File: config.mk
export PLATFORM = sky130hd
export DESIGN_NAME = pcrg_cell
export DESIGN_NICKNAME = d
export VERILOG_FILES = /design/src/rtl/pcrg_pkg.sv /design/src/rtl/pcrg_cell.sv
export SDC_FILE = /design/constraint.sdc
export NUM_CORES = 1
export LEC_CHECK = 0
export ABC_CLOCK_PERIOD_IN_PS = 5600
export BUFFER_PORTS_ARGS = -buffer_cell sky130_fd_sc_hd__buf_2
export CORE_AREA = 2 2 333 335
export CTS_BUF_LIST = sky130_fd_sc_hd__clkbuf_2 sky130_fd_sc_hd__clkbuf_4 sky130_fd_sc_hd__clkbuf_8
export DETAILED_ROUTE_END_ITERATION = 10
export DIE_AREA = 0 0 335 337
export HOLD_SLACK_MARGIN = 0.15
export PLACE_DENSITY = 0.6
export SETUP_SLACK_MARGIN = 0.5
export SYNTH_ARGS = -nofsm -noshare
export SYNTH_HDL_FRONTEND = slang
export SYNTH_SLANG_ARGS = --single-unit
File: constraint.sdc
create_clock -name clk -period 5.6 [get_ports clk]
set_input_delay 1.12 -clock clk [delete_from_list [all_inputs] [get_ports clk]]
set_output_delay 1.12 -clock clk [all_outputs]
set_load 0.01 [all_outputs]
File: src/rtl/pcrg_pkg.sv
`timescale 1ns / 1ps
`default_nettype none
package pcrg_pkg;

  localparam int REG_BITS   = 63;
  localparam int INDEX_BITS = 8;
  localparam int LANES      = 3;
  localparam int Q_BITS     = 16;
  localparam int A_BITS     = 15;
  localparam int SQ_BITS    = 2 * A_BITS;
  localparam int SUM_BITS   = 32;
  localparam int REM_BITS   = 64;
  localparam int QS_BITS    = Q_BITS + SUM_BITS;

  localparam logic [INDEX_BITS-1:0] REG_CAMERA_POSITION    = 8'd0;
  localparam logic [INDEX_BITS-1:0] REG_FIRST_PIXEL_CENTER = 8'd1;
  localparam logic [INDEX_BITS-1:0] REG_STEP_PER_COLUMN    = 8'd2;
  localparam logic [INDEX_BITS-1:0] REG_STEP_PER_ROW       = 8'd3;

  typedef struct packed {
    logic [15:0] pixel_column;
    logic [15:0] pixel_row;
  } pixel_t;

  typedef struct packed {
    logic signed [15:0] direction_x;
    logic signed [15:0] direction_y;
    logic signed [15:0] direction_z;
  } result_t;

  typedef struct packed {
    logic                neg;
    logic [Q_BITS-1:0]   q;
    logic [REM_BITS-1:0] rem;
    logic [QS_BITS-1:0]  qs;
  } lane_t;

  typedef struct packed {
    lane_t [LANES-1:0]   lane;
    logic [SUM_BITS-1:0] s;
    logic                zero;
  } stage_t;

endpackage
`default_nettype wire

File: src/rtl/pcrg_cell.sv
`timescale 1ns / 1ps
`default_nettype none
module pcrg_cell #(
  parameter int BIT = 15
) (
  input  wire logic             clk,
  input  wire logic             rst,
  input  wire logic             in_valid,
  input  wire pcrg_pkg::stage_t in_stage,
  output logic                  out_valid,
  output pcrg_pkg::stage_t      out_stage
);

  localparam int DLW = pcrg_pkg::REM_BITS + 16;

  logic [DLW-1:0]   delta [pcrg_pkg::LANES];
  pcrg_pkg::stage_t nxt;

  // try bit: (q + 2^b)^2 s - q^2 s = 2^(b+1) qs + 2^(2b) s
  always_comb begin
    nxt = in_stage;
    for (int i = 0; i < pcrg_pkg::LANES; i++) begin
      delta[i] = (DLW'(in_stage.lane[i].qs) << (BIT + 1))
               + (DLW'(in_stage.s) << (2 * BIT));
      if (delta[i] <= DLW'(in_stage.lane[i].rem)) begin
        nxt.lane[i].rem    = in_stage.lane[i].rem - pcrg_pkg::REM_BITS'(delta[i]);
        nxt.lane[i].qs     = in_stage.lane[i].qs
                           + (pcrg_pkg::QS_BITS'(in_stage.s) << BIT);
        nxt.lane[i].q[BIT] = 1'b1;
      end
    end
  end

  always_ff @(posedge clk) begin
    if (rst) begin
      out_valid <= 1'b0;
    end else begin
      out_valid <= in_valid;
    end
  end

  always_ff @(posedge clk) begin
    out_stage <= nxt;
  end

endmodule
`default_nettype wire

Yosys cells after proc, flatten, opt, wreduce, memory -nomap -nowiden
Cells that the tools add are included.

Mux-type cells: 3. $lt $le $gt $ge: 3. $add $sub $neg: 9.

Operators with widths (count): $mux W112 (3); $add A64 B62 Y65 (3); $le A65 B64 Y1 (3); $sub A64 B64 Y64 (3); $add A48 B47 Y48 (3).

Logic and storage cells: 33. Output and inout port bits: 421. Bits of input ports: 423. Register bits: 421.

Longest topological paths before layout
Word-level depth: 3. Gate-level depth with buffers: 29. Gate-level depth less buffers: 26.

Least setup slack after synthesis
OpenSTA, ideal clock, no wires.

Kind: input to register. Start: input port in_stage[2] (netlist name). End: register out_stage[143] (netlist name). Path slack: -0.273 ns. Data required time: 5.473 ns. Library setup time: 0.127 ns. Path buffers: 2. Arrival time: 5.746 ns. Cell stages on the path: 25. Cell sequence: inv_1 fa_1 nor2b_1 o31a_1 o211a_1 o21ai_1 o21a_1 nand2b_1 o21ai_0 nand3_1 o21ai_0 xor2_1 ha_1 clkbuf_1 nand4_1 nor2_1 nand3_1 a211o_1 a41oi_1 o31ai_1 o211ai_2 buf_4 nor3b_1 a211oi_1 or3b_1.

RTL lines: start: declaration (line pcrg_cell.sv:9) `input wire pcrg_pkg::stage_t in_stage,`; end signal: assignment (line pcrg_cell.sv:43) `out_stage <= nxt;`; end: declaration (line pcrg_cell.sv:11) `output pcrg_pkg::stage_t out_stage`.

==> results_dict.tcl <==
set metrics [dict create \
    crit_path_end_kind "register" \
    rsz0062_at_grt "yes" \
    ys_warn_count 0 \
    ys_types 84 \
    grt_pass1_vias 32700 \
    dp.cells 6590 \
    cts_num_sinks 421 \
    period_needed_ns 5.24 \
    antenna_left 0 \
    critPathRequiredTime_ns 6.19 \
    core-area_um2 110000 \
    avgRoutedWirePerCell_um 20.2 \
    viasPerCell 4.90 \
    start_util_pct 29.1 \
    fin_crit_sh_pct 93.6 \
    fp.dieW_um 335 \
    first_iter_violations 1717 \
    critPathTopFamily "compound AO/OA/AOI/OAI gates" \
    critPathMaxStageDelay_ns 0.35 \
    cts.clk_slew.worst_paths_ns 0.06 \
    worstHoldPathType "input pin to register" \
    slew_headroom_pct 50.5 \
    fill_cells 11100 \
    nNetsFinal 6183 \
    dr.pass1.iters 5 \
    worst_pin_slew_ns 0.734 \
    gp_congestion 0.948 \
    ys_top_cells_by_count "ha_1, dfxtp_1, inv_1" \
    cts_buffers 82 \
    die_area_um2 113000 \
    synth_top_cell_area_share_pct 26.4 \
    syn_inst 3840 \
    synth_edf_count 0 \
    crit_path_max_fanout 7 \
    cts_tree "built" \
    vdd_drop_max_mv 0.268 \
    grt.total_usage_pct 23.3 \
    p_per_area_nw_per_um2 345 \
    ys_seq_area_share_pct 26.4 \
    start_kind "input pin" \
    async_flop_share_pct 0 \
    io_buffers 843 \
    worstPathArrival_ns 5.84 \
    overflow 0 \
    die_height_um 337 \
    syn_area_um2 31900 \
    critPathSlowestCell "ha_1" \
    top_level_ports 844 \
    dp.final_hpwl_mm 116 \
    antenna_found_initial 30 \
    yosys.area.top_type "dfxtp_1" \
    ys.flop_type "dfxtp_1" \
    cts-root-buf "clkbuf_8" \
    synth.area.top_cells "dfxtp_1, ha_1, a21oi_1" \
    crit_buf_inv 3 \
    final_cells 6774 \
    place_worst_setup_slack_ns -0.675 \
    status "finished clean" \
    postLayoutCoreUtil_pct 41.0 \
    cts_max_level 3 \
    area.sequential_um2 8430 \
    max_freq_mhz 191 \
    drive_gt1_share_pct 33.4 \
    slew_viol_final 0 \
    power_leakage_uw 0.0234 \
    wl_mm 137 \
    rows 122 \
    syn_nets 4749 \
    grt_pass1_wl_mm 199 \
    multi_input_area_um2 22200 \
    hold_viol 0 \
    setup_viol 0 \
    syn_avg_cell_area_um2 8.31 \
    hold_buffers 0 \
    path_class "input pin to register" \
    areaGrowthSynthToFinish_pct 40.9 \
    vias 33200 \
    maxCapViolCount 0 \
    ys_seq_elements 421 \
    drc_errors 0 \
    clock_path_buffers 3 \
    grt_max_degree 51 \
    worst_slack_ns 0.358 \
    synth_most_common_cell "ha_1" \
    worst_path_most_repeated_cell "a21o_1" \
]
[logic make-up after synthesis]
family / after synthesis / synth area share, %
AO/OA/AOI/OAI: 1230 / 24.1
XOR/XNOR: 315 / 8.64
adder cells (fa/ha/maj): 486 / 19.3
buffers and inverters: 479 / 5.86
flip-flops: 421 / 26.4
multiplexers: 96 / 3.54
AND/OR/NAND/NOR: 813 / 12.2
[stage by stage]
stage	cell area, um^2	power [uW]	setup TNS, ns	hold WS, ns
6_report	45000	15500	0	0.476
3_3_place_gp	42400	11700	-105.22	1.22
3_5_place_dp	42400	11800	-122.79	1.22
5_1_grt	45000	16600	0	0.407
2_1_floorplan	32300	8280	0	1.15
4_1_cts	44700	15600	0	0.384
[sequential cells by signal, summed over array words and instances (netlist names)]
signal and flops:
out_valid 1, out_stage 420
[layout by cell type (no fill, tap or decap), types with 24 or more instances in the layout]
cell,n
mux2_4,30
dfxtp_1,421
nand2b_1,55
a31oi_1,39
clkbuf_8,101
buf_2,836
a21o_1,219
and3_1,27
a21oi_1,347
o21ai_0,272
nor2_1,141
o21ai_1,43
nand4_1,51
inv_1,365
xnor2_1,164
o21bai_1,45
nand3_1,56
nor3_1,29
nand2_1,313
mux2_2,24
mux2i_1,42
nor2b_1,40
xor2_1,147
ha_1,461
buf_4,589
o21a_1,48
[power by group]
part / switching [uW] / total, uW / internal, uW
Sequential: 284 / 4100 / 3810
Combinational: 4270 / 7860 / 3580
Clock: 1530 / 3580 / 2050
[path summary, 6_finish.rpt]
path | start | end | slack [ns] | depth (start not counted)
setup / recovery | in_stage[8] | out_stage[364]$_DFF_P_ | 0.36 | 25
hold / removal | in_stage[415] | out_stage[415]$_DFF_P_ | 0.48 | 1
[cell type report]
cell class              instances  area share (%)
multi-input cells            2940            49.4
repair buffers               1461            20.6
flip-flops and latches        421            18.7
well taps                    1426            3.97
clock buffers                 120            3.41
inverters                     368            3.08
clock inverters                29           0.754
diodes                          9          0.0501
[layer usage]
layer	GRT usage [%]	share of wire, %	up-vias
met5	0	0.13	-
met4	6.81	2.8	24
met3	4.59	7.0	187
met2	39.4	47	1099
met1	29.8	44	15400
li1	-	-	16400
[repair_timing]
action,CTS,global route
cloned,3,1
buffers inserted,17,5
pin swaps,36,14
resized for setup,63,54
endpoints found under the setup margin,229,246
Note: power is estimated with default switching activity, not from simulation.
